==> src/hdl/ttcm_pkg.sv <==
package ttcm_pkg;

   localparam int CSR_INDEX_WIDTH = 3;
   localparam int CSR_DATA_WIDTH  = 16;
   localparam int MAX_LEVELS      = 3;

   localparam logic [CSR_INDEX_WIDTH-1:0] CSR_CHECK_ENABLE = 3'd0;
   localparam logic [CSR_INDEX_WIDTH-1:0] CSR_LEVEL_MASK   = 3'd1;
   localparam logic [CSR_INDEX_WIDTH-1:0] CSR_LEVEL_BASE   = 3'd2;

   localparam logic signed [15:0] NO_LEVEL  = -16'sd9999;
   localparam logic        [1:0]  COUNT_MAX = 2'd2;

   typedef struct packed {
      logic signed [15:0] sample;
      logic               read_ok;
   } ttcm_req_type;

   typedef struct packed {
      logic               notify;
      logic signed [15:0] current_temp;
      logic signed [15:0] crossed_level;
      logic               crossed_down;
      logic               comm_fault;
   } ttcm_rsp_type;

   typedef struct packed {
      logic                  check_enable;
      logic [MAX_LEVELS-1:0] level_mask;
   } ttcm_ctrl_type;

endpackage

==> src/hdl/temp_threshold_crossing_monitor.sv <==
// Temperature threshold crossing monitor. Each request is one sensor poll (sample and read_ok);
// each yields exactly one response carrying the stored temperature, the last threshold crossed
// (-9999 until one is seen), its direction, the poll's communication fault and a notify flag set
// when the crossing or the fault status changed. A taken request enters one input register;
// once the response register is free or being read, a single pass of parallel threshold
// compares updates the state and loads the response register. A new request is taken every
// cycle while the response side keeps up. The user must write registers through the csr port
// only while no request is in flight; the block does not enforce it. Indexes 0 and 1 hold
// check_enable and the level mask, 2 onwards the high/low threshold pairs.
module temp_threshold_crossing_monitor #(
   parameter int NUM_LEVELS = 3
) (
   input  logic                                 clock,
   input  logic                                 reset,
   input  logic                                 req_valid,
   output logic                                 req_ready,
   input  ttcm_pkg::ttcm_req_type               req_data,
   output logic                                 rsp_valid,
   input  logic                                 rsp_ready,
   output ttcm_pkg::ttcm_rsp_type               rsp_data,
   input  logic                                 csr_write_en,
   input  logic [ttcm_pkg::CSR_INDEX_WIDTH-1:0] csr_index,
   input  logic [ttcm_pkg::CSR_DATA_WIDTH-1:0]  csr_wdata
);
   import ttcm_pkg::*;

   ttcm_ctrl_type      ctrl;
   logic signed [15:0] high_level [NUM_LEVELS];
   logic signed [15:0] low_level  [NUM_LEVELS];

   logic               s1_valid_ff, s1_valid_in;
   ttcm_req_type       s1_req_ff;
   logic               core_ready;

   assign req_ready   = !s1_valid_ff || core_ready;
   assign s1_valid_in = req_ready ? req_valid : s1_valid_ff;

   always_ff @(posedge clock) begin
      if (reset) begin
         s1_valid_ff <= 1'b0;
      end else begin
         s1_valid_ff <= s1_valid_in;
      end
   end

   always_ff @(posedge clock) begin
      if (req_ready) begin
         s1_req_ff <= req_data;
      end
   end

   ttcm_csr #(
      .NUM_LEVELS(NUM_LEVELS)
   ) u_csr (
      .clock        (clock),
      .reset        (reset),
      .csr_write_en (csr_write_en),
      .csr_index    (csr_index),
      .csr_wdata    (csr_wdata),
      .ctrl         (ctrl),
      .high_level   (high_level),
      .low_level    (low_level)
   );

   ttcm_core #(
      .NUM_LEVELS(NUM_LEVELS)
   ) u_core (
      .clock      (clock),
      .reset      (reset),
      .in_valid   (s1_valid_ff),
      .in_ready   (core_ready),
      .in_req     (s1_req_ff),
      .rsp_valid  (rsp_valid),
      .rsp_ready  (rsp_ready),
      .rsp_data   (rsp_data),
      .ctrl       (ctrl),
      .high_level (high_level),
      .low_level  (low_level)
   );

endmodule

==> src/hdl/ttcm_csr.sv <==
module ttcm_csr #(
   parameter int NUM_LEVELS = 3
) (
   input  logic                                   clock,
   input  logic                                   reset,
   input  logic                                   csr_write_en,
   input  logic [ttcm_pkg::CSR_INDEX_WIDTH-1:0]   csr_index,
   input  logic [ttcm_pkg::CSR_DATA_WIDTH-1:0]    csr_wdata,
   output ttcm_pkg::ttcm_ctrl_type                ctrl,
   output logic signed [15:0]                     high_level [NUM_LEVELS],
   output logic signed [15:0]                     low_level  [NUM_LEVELS]
);
   import ttcm_pkg::*;

   ttcm_ctrl_type ctrl_ff, ctrl_in;

   always_comb begin
      ctrl_in = ctrl_ff;
      if (csr_write_en) begin
         unique case (csr_index)
            CSR_CHECK_ENABLE: ctrl_in.check_enable = csr_wdata[0];
            CSR_LEVEL_MASK:   ctrl_in.level_mask   = csr_wdata[MAX_LEVELS-1:0];
            default:          ctrl_in              = ctrl_ff;
         endcase
      end
   end

   always_ff @(posedge clock) begin
      if (reset) begin
         ctrl_ff <= '0;
      end else begin
         ctrl_ff <= ctrl_in;
      end
   end

   assign ctrl = ctrl_ff;

   for (genvar i = 0; i < NUM_LEVELS; i++) begin : g_level
      localparam logic [CSR_INDEX_WIDTH-1:0] HighIdx = CSR_LEVEL_BASE + CSR_INDEX_WIDTH'(2 * i);
      localparam logic [CSR_INDEX_WIDTH-1:0] LowIdx  = HighIdx + CSR_INDEX_WIDTH'(1);

      logic signed [15:0] high_ff, high_in;
      logic signed [15:0] low_ff, low_in;

      always_comb begin
         high_in = high_ff;
         low_in  = low_ff;
         if (csr_write_en && csr_index == HighIdx) begin
            high_in = csr_wdata;
         end
         if (csr_write_en && csr_index == LowIdx) begin
            low_in = csr_wdata;
         end
      end

      always_ff @(posedge clock) begin
         if (reset) begin
            high_ff <= '0;
            low_ff  <= '0;
         end else begin
            high_ff <= high_in;
            low_ff  <= low_in;
         end
      end

      assign high_level[i] = high_ff;
      assign low_level[i]  = low_ff;
   end

endmodule

==> src/hdl/ttcm_core.sv <==
module ttcm_core #(
   parameter int NUM_LEVELS = 3
) (
   input  logic                    clock,
   input  logic                    reset,
   input  logic                    in_valid,
   output logic                    in_ready,
   input  ttcm_pkg::ttcm_req_type  in_req,
   output logic                    rsp_valid,
   input  logic                    rsp_ready,
   output ttcm_pkg::ttcm_rsp_type  rsp_data,
   input  ttcm_pkg::ttcm_ctrl_type ctrl,
   input  logic signed [15:0]      high_level [NUM_LEVELS],
   input  logic signed [15:0]      low_level  [NUM_LEVELS]
);
   import ttcm_pkg::*;

   logic signed [15:0] cur_ff, cur_in;
   logic        [1:0]  count_ff, count_in;
   logic signed [15:0] level_ff, level_in;
   logic               down_ff, down_in;
   logic               fault_ff, fault_in;
   logic               rsp_valid_ff, rsp_valid_in;
   ttcm_rsp_type       rsp_ff, rsp_in;

   logic               advance;
   logic               first;
   logic               steady;
   logic               up_found, down_found;
   logic signed [15:0] up_level, down_level;
   logic               changed;

   assign in_ready = !rsp_valid_ff || rsp_ready;
   assign advance  = in_valid && in_ready;

   always_comb begin
      first      = (count_ff == 2'd0);
      steady     = (count_ff != 2'd0) && (in_req.sample == cur_ff);
      up_found   = 1'b0;
      down_found = 1'b0;
      up_level   = NO_LEVEL;
      down_level = NO_LEVEL;
      for (int i = 0; i < NUM_LEVELS; i++) begin
         if (ctrl.level_mask[i]) begin
            if (in_req.sample >= high_level[i] && (first || high_level[i] > cur_ff) &&
                (!up_found || high_level[i] > up_level)) begin
               up_level = high_level[i];
               up_found = 1'b1;
            end
            if (!first && in_req.sample < low_level[i] && low_level[i] <= cur_ff &&
                (!down_found || low_level[i] < down_level)) begin
               down_level = low_level[i];
               down_found = 1'b1;
            end
         end
      end
   end

   always_comb begin
      cur_in   = cur_ff;
      count_in = count_ff;
      level_in = level_ff;
      down_in  = down_ff;
      fault_in = fault_ff;
      changed  = 1'b0;
      if (in_req.read_ok) begin
         cur_in   = in_req.sample;
         count_in = (count_ff < COUNT_MAX) ? count_ff + 2'd1 : COUNT_MAX;
         if (ctrl.check_enable && !steady) begin
            if (up_found) begin
               level_in = up_level;
               down_in  = 1'b0;
            end else if (down_found) begin
               level_in = down_level;
               down_in  = 1'b1;
            end
         end
         changed = (level_in != level_ff) || (down_in != down_ff);
      end
      fault_in = !in_req.read_ok;

      rsp_in.notify        = changed || (fault_in != fault_ff);
      rsp_in.current_temp  = cur_in;
      rsp_in.crossed_level = level_in;
      rsp_in.crossed_down  = down_in;
      rsp_in.comm_fault    = fault_in;

      rsp_valid_in = advance ? 1'b1 : (rsp_ready ? 1'b0 : rsp_valid_ff);
   end

   always_ff @(posedge clock) begin
      if (reset) begin
         cur_ff       <= '0;
         count_ff     <= '0;
         level_ff     <= NO_LEVEL;
         down_ff      <= 1'b0;
         fault_ff     <= 1'b0;
         rsp_valid_ff <= 1'b0;
      end else begin
         rsp_valid_ff <= rsp_valid_in;
         if (advance) begin
            cur_ff   <= cur_in;
            count_ff <= count_in;
            level_ff <= level_in;
            down_ff  <= down_in;
            fault_ff <= fault_in;
         end
      end
   end

   always_ff @(posedge clock) begin
      if (advance) begin
         rsp_ff <= rsp_in;
      end
   end

   assign rsp_valid = rsp_valid_ff;
   assign rsp_data  = rsp_ff;

   a_fault_holds_state: assert property (@(posedge clock) disable iff (reset)
      (advance && !in_req.read_ok) |=>
         ($stable(cur_ff) && $stable(level_ff) && $stable(down_ff) && $stable(count_ff)))
      else $error("failed read altered stored samples or crossing state");

   a_advance_gives_result: assert property (@(posedge clock) disable iff (reset)
      advance |=> rsp_valid_ff)
      else $error("accepted request produced no result");

   a_good_read_counts: assert property (@(posedge clock) disable iff (reset)
      (advance && in_req.read_ok) |=> (count_ff != 2'd0 && count_ff != 2'd3))
      else $error("sample count out of range after good read");

   a_disabled_keeps_level: assert property (@(posedge clock) disable iff (reset)
      (advance && !ctrl.check_enable) |=> ($stable(level_ff) && $stable(down_ff)))
      else $error("crossing state changed with checks disabled");

endmodule
==> config.mk <==
export PLATFORM = sky130hd
export DESIGN_NAME = temp_threshold_crossing_monitor
export DESIGN_NICKNAME = d
export VERILOG_FILES = /design/src/hdl/ttcm_pkg.sv /design/src/hdl/temp_threshold_crossing_monitor.sv /design/src/hdl/ttcm_csr.sv /design/src/hdl/ttcm_core.sv
export SDC_FILE = /design/constraint.sdc
export NUM_CORES = 1
export LEC_CHECK = 0
export ABC_CLOCK_PERIOD_IN_PS = 6650
export BUFFER_PORTS_ARGS = -buffer_cell sky130_fd_sc_hd__buf_2
export CORE_MARGIN = 3
export CORE_UTILIZATION = 55
export DETAILED_ROUTE_END_ITERATION = 10
export HOLD_SLACK_MARGIN = 0.03
export PLACE_DENSITY = 0.78
export SLEW_MARGIN = 30
export SYNTH_ARGS = -nofsm -noshare
export SYNTH_HDL_FRONTEND = slang
export SYNTH_SLANG_ARGS = --single-unit
==> constraint.sdc <==
create_clock -name clock -period 6.65 [get_ports clock]
set_clock_uncertainty 0.15 [all_clocks]
set_input_delay 0.9975 -clock clock [delete_from_list [all_inputs] [get_ports clock]]
set_output_delay 0.9975 -clock clock [all_outputs]
set_load 0.005 [all_outputs]
Yosys cells after proc, flatten, opt, wreduce, memory -nomap -nowiden

Cells that the tools add are included.
W data, S select, Z words.

Input port bits: 41
Word-level logic and storage cells: 139
Flip-flop bits (word level): 190

Eq/ne operators: 11
Mux-type cells: 39
Reductions and logical operators: 49
Add/sub/neg operators: 1
Magnitude comparators: 17

Operators by type and width:

| operator              | count |
|---|---|
| $mux W16              | 18 |
| $gt A16 B16 Y1        | 5 |
| $lt A16 B16 Y1        | 5 |
| $ge A16 B16 Y1        | 3 |
| $le A16 B16 Y1        | 3 |
| $logic_and A1 B1 Y1   | 22 |
| $mux W1               | 20 |
| $eq A16 B16 Y1        | 1 |
| $ne A16 B16 Y1        | 1 |
| $eq A3 B3 Y1 const B  | 4 |
| $logic_or A1 B1 Y1    | 11 |
| $logic_not A1 Y1      | 9 |
| $eq A3 B2 Y1 const B  | 2 |
| $reduce_and A2 Y1     | 3 |
| $reduce_bool A2 Y1    | 2 |
| $eq A3 B1 Y1 const B  | 1 |
| $logic_not A3 Y1      | 1 |
| $add A2 B1 Y2 const B | 1 |
| $logic_not A2 Y1      | 1 |
| $lt A2 B2 Y1 const B  | 1 |
| $mux W2               | 1 |
| $ne A1 B1 Y1          | 2 |

Logic depth before layout (Yosys ltp)

Gate-level depths: netlist (run 1).

Word-level depth: 24
Gate-level depth with buffers: 36

By module

From an unflattened synthesis (run 1), not the netlist that was laid out.

Cell total of the unflattened synthesis: 1759
Area total of the unflattened synthesis: 15645.0 µm²

By module, submodules not included:

| module                          | instances | cells an instance | area an instance (µm²) | seq. area each (µm²) |
|---|---|---|---|---|
| ttcm_core                       | 1         | 1384              | 11030.6                | 1791.7 |
| ttcm_csr                        | 1         | 354               | 4057.6                 | 2001.9 |
| temp_threshold_crossing_monitor | 1         | 21                | 556.8                  | 530.5 |

Worst setup path before layout (run 1)

No wires, ideal clock.

Path type: register to register
From: reg u_core.cur_ff[7]
To: reg u_core.rsp_ff, in the netlist u_core.rsp_data[34], data pin
Data required time: 6.225 ns
Library setup time: 0.275 ns
Arrival: 6.883 ns
Path buffers: 2
Setup slack: -0.658 ns
Period minus slack after synthesis: 7.308 ns
Stages on the path, launching flop included: 31
Cells stage by stage: dfxtp_1 inv_1 ha_1 a2111o_1 o32ai_1 mux2i_1 and3_1 clkbuf_1 nand2_1 ha_1 a211o_1 o211ai_1 a31oi_1 o31ai_1 and4_1 clkbuf_1 nor2_2 a22oi_1 inv_1 ha_1 or4_1 a21oi_1 a31oi_1 o31ai_2 o22ai_2 mux2_2 a21oi_1 and3_1 or4_1 nor3_1 a41oi_1

RTL lines:

| item                   | RTL line         | text |
|---|---|---|
| from (decl)            | ttcm_core.sv:18  | `logic signed [15:0] cur_ff, cur_in;` |
| from (signal assigned) | ttcm_core.sv:102 | `cur_ff <= cur_in;` |
| to (signal assigned)   | ttcm_core.sv:113 | `rsp_ff <= rsp_in;` |
| to (decl)              | ttcm_core.sv:24  | `ttcm_rsp_type rsp_ff, rsp_in;` |

==> run_results.csv, run 1 <==
group,metric,value,unit
outcome,status,"finished with violations",
outcome,violations,"negative setup slack",
worst_setup_path,cpMostUsedCell,"buf_4",
worst_setup_path,critPathLaunchType,"flip-flop",
synth,synth_edf_count,52,
sta,fin_tns_setup,-8920,ps
route,via_count,17000,
min_path,hp-class,"flip-flop to flip-flop",
sta,slew_violations,0,
clock_network,cts_tree,"done",
synth,synthesis.area,15100,um^2
synth,synth_cells,1856,
synth,synth_cell_types,84,
sta,slew_headroom,31.3,%
worst_setup_path,rrSetupSlack,-810,ps
global_route,grt_pass1_wl,97.8,mm
clock_network,clk_latency,470,ps
synth,synth-seq-area-share,28.6,%
placed_design,numPortBuffers,77,
die,initial_core_util,56.1,%
sta,setup-violations-final,33,
die,io_pins,78,
power_and_ir_drop,p_per_area,148,nW/um^2
synth,synth_nets,2148,
power_and_ir_drop,power.leakage,8.44,nW
route,wirelength,67.7,mm
sta,max_freq,134,MHz
min_path,min_to,"u_csr.g_level[0].low_ff[11]$_SDFFE_PP0P_",
synth,synthTopCellsByCount,"nand2_1 (319), ha_1 (251), a21oi_1 (178), inv_1 (151), dfxtp_1 (138)",
global_route,grt_usage,44.8,%
die,die_h,172,um
worst_setup_path,rr_endpoint,"u_core.rsp_data[34]$_DFFE_PP_",
final_layout,n_fill_cell,1988,
route,detail-route-antenna-nets,0,
die,row_count,60,
worst_setup_path,cp_slowest_cell,"edfxtp_1",
worst_setup_path,reg2regPathDepth,33,
worst_setup_path,arrival,7490,ps
synth,synth_top_cell_by_area,"ha_1",
die,core-area,27000,um^2
synth,yosysMostFrequentCell,"nand2_1",
route,drtIter0Drc,2510,
power_and_ir_drop,total_power,3.01,mW
synth,synth_seq_cells,190,
worst_setup_path,crit_path_end_kind,"flip-flop",
synth,synth_top_flop_cell,"dfxtp_1",
clock_network,cts_max_path_buffers,2,
global_route,grt_overflow,0,
worst_setup_path,r2r_start,"s1_req_ff[16]$_DFFE_PP_",
synth,yosysWarningCount,0,
placed_design,dp.cells,2466,
die,die-area,29500,um^2
worst_setup_path,cp.required,6690,ps
clock_network,clkTransAtPathRegs,80,ps
placed_design,dpl.hpwl,48.8,mm
global_route,grt_max_degree,61,
sta,worstMarginPinSlew,1020,ps
final_layout,utilization,75.3,%
clock_network,htreeDepth,4,
synth,synthTopCellsByArea,"ha_1 (21%), dfxtp_1 (18%), edfxtp_1 (10%), nand2_1 (7.9%), a21oi_1 (5.9%)",
sta,setup_ws,-806,ps
synth,synth_top_area_share,20.8,%
run,maxCapViolCount,0,
route,drc,0,
power_and_ir_drop,max-vdd-ir-drop,0.206,mV
route,wl_per_cell,26.2,um
route,via_per_inst,6.61,
clock_network,ctsRootBufferMaster,"clkbuf_16",
final_layout,final_layout_size_suffix_gt1_share,29.8,%
placed_design,place.gp.congestion,1.17,
min_path,worstHoldStart,"u_csr.g_level[0].low_ff[11]$_SDFFE_PP0P_",
final_layout,finalNetCount,2514,
worst_setup_path,cp_max_fo,8,
clock_network,cts_made_buffers,17,
min_path,min_path_cells,2,
synth,syn_avg_cell_area,8.14,um^2
global_route,antenna_found_initial,4,
sta,period_share,112,%
final_layout,instances_no_fill,2580,
route,drt-pass1-iter-count,8,
sta,rsz0062_at_grt,"yes",
sta,min_period,7460,ps
sta,hold_viol_final,0,
final_layout,syn2layout_area_growth,34.3,%
synth,async_reset_ff_share,0,%
clock_network,cts.sinks,190,
worst_setup_path,cpPeakStageDelay,490,ps
worst_setup_path,crit_type,"flip-flop to flip-flop",
global_route,grt_pass1_vias,16200,
die,die_x,172,um
[power by group]
part,switching (mW),internal [mW]
clock,0.550,0.502
combinational,0.409,0.283
sequential,0.0427,1.23
[layout make-up]
type	instances	area, um^2	area share, %
well taps	341	427	2.10
clock inverters	14	148	0.728
inverters	151	572	2.82
repair buffers	413	3180	15.7
flip-flops and latches	190	4340	21.4
diodes	4	10.0	0.0493
clock buffers	18	429	2.11
multi-input cells	1449	11200	55.1
[critical path, delay by kind of cell, from the launching register on]
| family | cells | cell delay, ps |
|---|---|---|
| buffers and inverters | 5 | 730 |
| adders and majority gates | 3 | 700 |
| muxes | 1 | 360 |
| and+or+nand+nor | 12 | 2510 |
| AOI/OAI and AO/OA | 12 | 2200 |
| DFF | 1 | 490 |
[worst max path at each step]
| stage | start | endpoint | slack (ps) |
|---|---|---|---|
| after global routing | s1_req_ff[16]$_DFFE_PP_ | u_core.rsp_data[34]$_DFFE_PP_ | -980 |
| after global placement | u_core.cur_ff[7]$_SDFFE_PP0P_ | u_core.rsp_data[34]$_DFFE_PP_ | -1280 |
| after floorplan | u_core.cur_ff[7]$_SDFFE_PP0P_ | u_core.rsp_data[34]$_DFFE_PP_ | -120 |
| after CTS | u_core.cur_ff[7]$_SDFFE_PP0P_ | u_core.rsp_data[34]$_DFFE_PP_ | -570 |
| after detailed placement | u_core.cur_ff[7]$_SDFFE_PP0P_ | u_core.rsp_data[34]$_DFFE_PP_ | -1280 |
| final | s1_req_ff[16]$_DFFE_PP_ | u_core.rsp_data[34]$_DFFE_PP_ | -810 |
[per-layer routing]
| metal | routed length (um) | track usage (%) |
|---|---|---|
| met2 | 27700 | 66.6 |
| met1 | 25200 | 55.1 |
| met5 | 105 | 1.00 |
| met3 | 9110 | 16.5 |
| met4 | 5510 | 27.6 |
[cell families after synthesis]
logic type / count (synthesis) / synth area share [%]
compound gates: 480 / 20.6
xor+xnor: 17 / 0.986
fa+ha+maj: 251 / 20.8
buf+inv: 217 / 5.49
flops: 190 / 28.6
mux: 58 / 4.07
simple gates: 643 / 19.4
[per-stage QoR]
| step | hold WS, ps | worst slack (ps) | area (um^2) |
|---|---|---|---|
| 2_1_floorplan | 300 | -115 | 15300 |
| 3_3_place_gp | 313 | -1280 | 17800 |
| 3_5_place_dp | 327 | -1280 | 17800 |
| 4_1_cts | 340 | -574 | 19700 |
| 5_1_grt | 378 | -976 | 20300 |
| 6_report | 355 | -806 | 20300 |
[placed cells by master (no fill, tap or decap), types with 9 or more instances in the layout]
cell type / instances
ha_1: 224
o21ai_0: 58
o21ai_1: 15
nand2_2: 18
xor2_1: 9
a31oi_1: 11
nand2_1: 296
and4_1: 9
o211ai_1: 17
a211oi_1: 15
o22ai_1: 10
dfxtp_1: 128
nor3_1: 17
clkbuf_16: 17
a21oi_1: 161
nand4_1: 50
edfxtp_1: 52
buf_2: 76
a211o_1: 9
inv_1: 143
buf_6: 40
a21oi_2: 15
mux2_4: 11
mux2i_1: 35
ha_4: 25
nor4_1: 11
nand3_1: 34
buf_4: 286
a21o_1: 21
o21ai_2: 13
nor2_2: 11
nand2b_1: 16
nor2b_1: 18
dfxtp_2: 10
nor2_1: 97
[flip-flops by register name (all words and copies together) (netlist names)]
| name | flops |
|---|---|
| s1_req_ff | 17 |
| s1_valid_ff | 1 |
| u_core.count_ff | 2 |
| u_core.cur_ff | 16 |
| u_core.down_ff | 1 |
| u_core.fault_ff | 1 |
| u_core.level_ff | 16 |
| u_core.rsp_data | 35 |
| u_core.rsp_valid | 1 |
| u_csr.ctrl | 4 |
| u_csr.g_level.high_ff | 48 |
| u_csr.g_level.low_ff | 48 |
[repair_timing]
action                                  in CTS  in global routing
pin swaps                                   63                 35
resized for setup                          193                 93
endpoints found under the hold margin        0                  0
buffers inserted                            63                 19
hold buffers                                 0                  0
endpoints found under the setup margin      33                 33
No activity file was read; power rests on OpenSTA's default activity.
==> run 2: changes to the inputs <==
- CORE_MARGIN: 3 -> 2
- CORE_UTILIZATION: 55 -> 40
- PLACE_DENSITY: 0.78 -> 0.6
==> run_results.csv, run 2 (same netlist as run 1, synthesis figures left out) <==
group,metric,value,unit
outcome,status,"finished with violations",
outcome,violations,"negative setup slack",
final_layout,final_common_cell,"buf_4",
worst_setup_path,crit_type,"flip-flop to flip-flop",
power_and_ir_drop,max-vdd-ir-drop,0.211,mV
power_and_ir_drop,power.leakage,8.43,nW
clock_network,cts_tree,"done",
die,die-area,39300,um^2
route,wirelength,68.5,mm
clock_network,cts_hold_buf,0,
worst_setup_path,crit_path_end_kind,"flip-flop",
global_route,grt_pass1_wl,98.2,mm
worst_setup_path,arrival,7550,ps
sta,worstMarginPinSlew,930,ps
power_and_ir_drop,total_power,3.00,mW
route,via_count,16200,
final_layout,final_layout_size_suffix_gt1_share,31.1,%
placed_design,place_ws,-1240,ps
run,maxCapViolCount,0,
final_layout,syn2layout_area_growth,36.1,%
power_and_ir_drop,p_per_area,146,nW/um^2
die,row_count,71,
placed_design,dpl.hpwl,51.3,mm
clock_network,ctsRootBufferMaster,"clkbuf_16",
worst_setup_path,cp.required,6710,ps
die,die_x,198,um
clock_network,htreeDepth,4,
sta,period_share,113,%
worst_setup_path,reg2regPathDepth,36,
route,drtIter0Drc,1538,
worst_setup_path,crit_start,"u_core.cur_ff[14]$_SDFFE_PP0P_",
route,drc,0,
final_layout,antenna_cells,0,
sta,setup_ws,-847,ps
power_and_ir_drop,internal_power,2.01,mW
worst_setup_path,cp_max_fo,6,
clock_network,cts_made_buffers,17,
sta,slew_headroom,37.4,%
route,drt-pass1-iter-count,5,
worst_setup_path,cpPeakStageDelay,360,ps
sta,max_freq,133,MHz
power_and_ir_drop,seqPwrFrac,42.2,%
worst_setup_path,cp_slowest_cell,"dfxtp_2",
placed_design,place.gp.congestion,0.998,
power_and_ir_drop,power.switching,0.990,mW
sta,setup-violations-final,33,
placed_design,numPortBuffers,77,
worst_setup_path,rr_endpoint,"u_core.rsp_data[34]$_DFFE_PP_",
final_layout,finalNetCount,2530,
global_route,grt_usage,34.7,%
route,detail-route-antenna-nets,0,
sta,hold_viol_final,0,
power_and_ir_drop,p_comb_share,23.0,%
global_route,grt_overflow,0,
worst_setup_path,critPathLaunchType,"flip-flop",
clock_network,cts.sinks,190,
worst_setup_path,endpoint,"u_core.rsp_data[34]$_DFFE_PP_",
die,initial_core_util,40.4,%
sta,slew_violations,0,
worst_setup_path,r2r_start,"u_core.cur_ff[14]$_SDFFE_PP0P_",
placed_design,dpl_cell_area,18200,um^2
clock_network,cts_max_path_buffers,2,
power_and_ir_drop,netSwitchingFraction,33.0,%
global_route,grt_pass1_vias,15400,
worst_setup_path,rrSetupSlack,-850,ps
clock_network,clkTransAtPathRegs,80,ps
final_layout,final_cell_mix,"buf_4 (323), nand2_1 (303), ha_1 (221)",
die,io_pins,78,
global_route,antenna_found_initial,0,
sta,rsz0062_at_grt,"yes",
clock_network,clk_latency,480,ps
route,wl_per_cell,24.8,um
final_layout,n_fill_cell,3438,
global_route,grt_max_degree,70,
final_layout,stdcell_area,20600,um^2
route,via_per_inst,5.87,
min_path,hp-class,"flip-flop to flip-flop",
die,core-area,37400,um^2
power_and_ir_drop,clkPwrFrac,34.7,%
die,die_h,198,um
sta,min_period,7500,ps
run 2: changes by cell type in the layout (fill, tap and decap cells not counted), moves of 6 or more:
cell	before	now
a21oi_2	15	21
nand2_2	18	10
inv_1	143	135
nand2_1	296	303
dfxtp_2	10	16
dfxtp_1	128	121
buf_6	40	23
buf_4	286	323
mux2i_1	35	29
inv_2	6	13
a21oi_1	161	155
run 2: worst min path at each step:
stage          slack (ps)  cells after the start                                        to                                     start
4_1_cts               330                      2          u_core.level_ff[10]$_SDFFE_PP0P_          u_core.level_ff[10]$_SDFFE_PP0P_
3_3_place_gp          310                      2          u_core.level_ff[10]$_SDFFE_PP0P_          u_core.level_ff[10]$_SDFFE_PP0P_
6_report              330                      2          u_core.level_ff[10]$_SDFFE_PP0P_          u_core.level_ff[10]$_SDFFE_PP0P_
3_5_place_dp          320                      2          u_core.level_ff[10]$_SDFFE_PP0P_          u_core.level_ff[10]$_SDFFE_PP0P_
2_1_floorplan         300                      2          u_core.level_ff[10]$_SDFFE_PP0P_          u_core.level_ff[10]$_SDFFE_PP0P_
5_1_grt               350                      2  u_csr.g_level[1].high_ff[0]$_SDFFE_PP0P_  u_csr.g_level[1].high_ff[0]$_SDFFE_PP0P_
run 2: routing by layer:
metal	GRT usage [%]	vias up	wire length, um
li1	-	7540	-
met1	45.4	7785	28800
met2	54.5	733	30300
met3	5.35	161	5400
met4	19.1	0	4030
met5	0	-	0
run 2: final cells by class:
class,instances,area [um^2],area share [%]
Multi-Input combinational cell,1449,11300,54.7
Clock buffer,21,454,2.21
Timing Repair Buffer,429,3200,15.5
Clock inverter,11,97.6,0.474
Sequential cell,190,4350,21.1
Tap cell,511,639,3.11
Inverter,151,574,2.79
run 2: worst max-delay path, delay by kind of cell, from the launching register on:
kind                       cells  cell delay (ps)
and+or+nand+nor               12             1990
buffers and inverters          8             1150
AOI/OAI and AO/OA             11             2160
DFF                            1              360
muxes                          2              610
adders and majority gates      3              800
run 2: through the flow:
stage                     hold WS (ps)  util [%]  std cells  TNS (ps)
after floorplan                    300         -       1856      -115
after global placement             309      48.6       2662    -25580
after detailed placement           316      48.6       2662    -26630
after CTS                          327      53.6       2742     -4170
after global routing               349      55.0       2762    -21120
final                              327      55.0       2762    -12510
run 2: power by group through the flow:
stage,clock network (mW),logic (mW),registers (mW)
final,1.04,0.691,1.27
after global routing,1.08,0.740,1.27
after CTS,1.05,0.648,1.26
after detailed placement,0,0.609,1.29
after global placement,0,0.599,1.29
after floorplan,0,0.333,1.29
run 2: what timing repair did:
item | CTS | global route
pin swaps | 65 | 52
resized for setup | 206 | 81
buffers inserted | 50 | 22
cloned | 1 | 0
setup endpoints to repair | 33 | 33
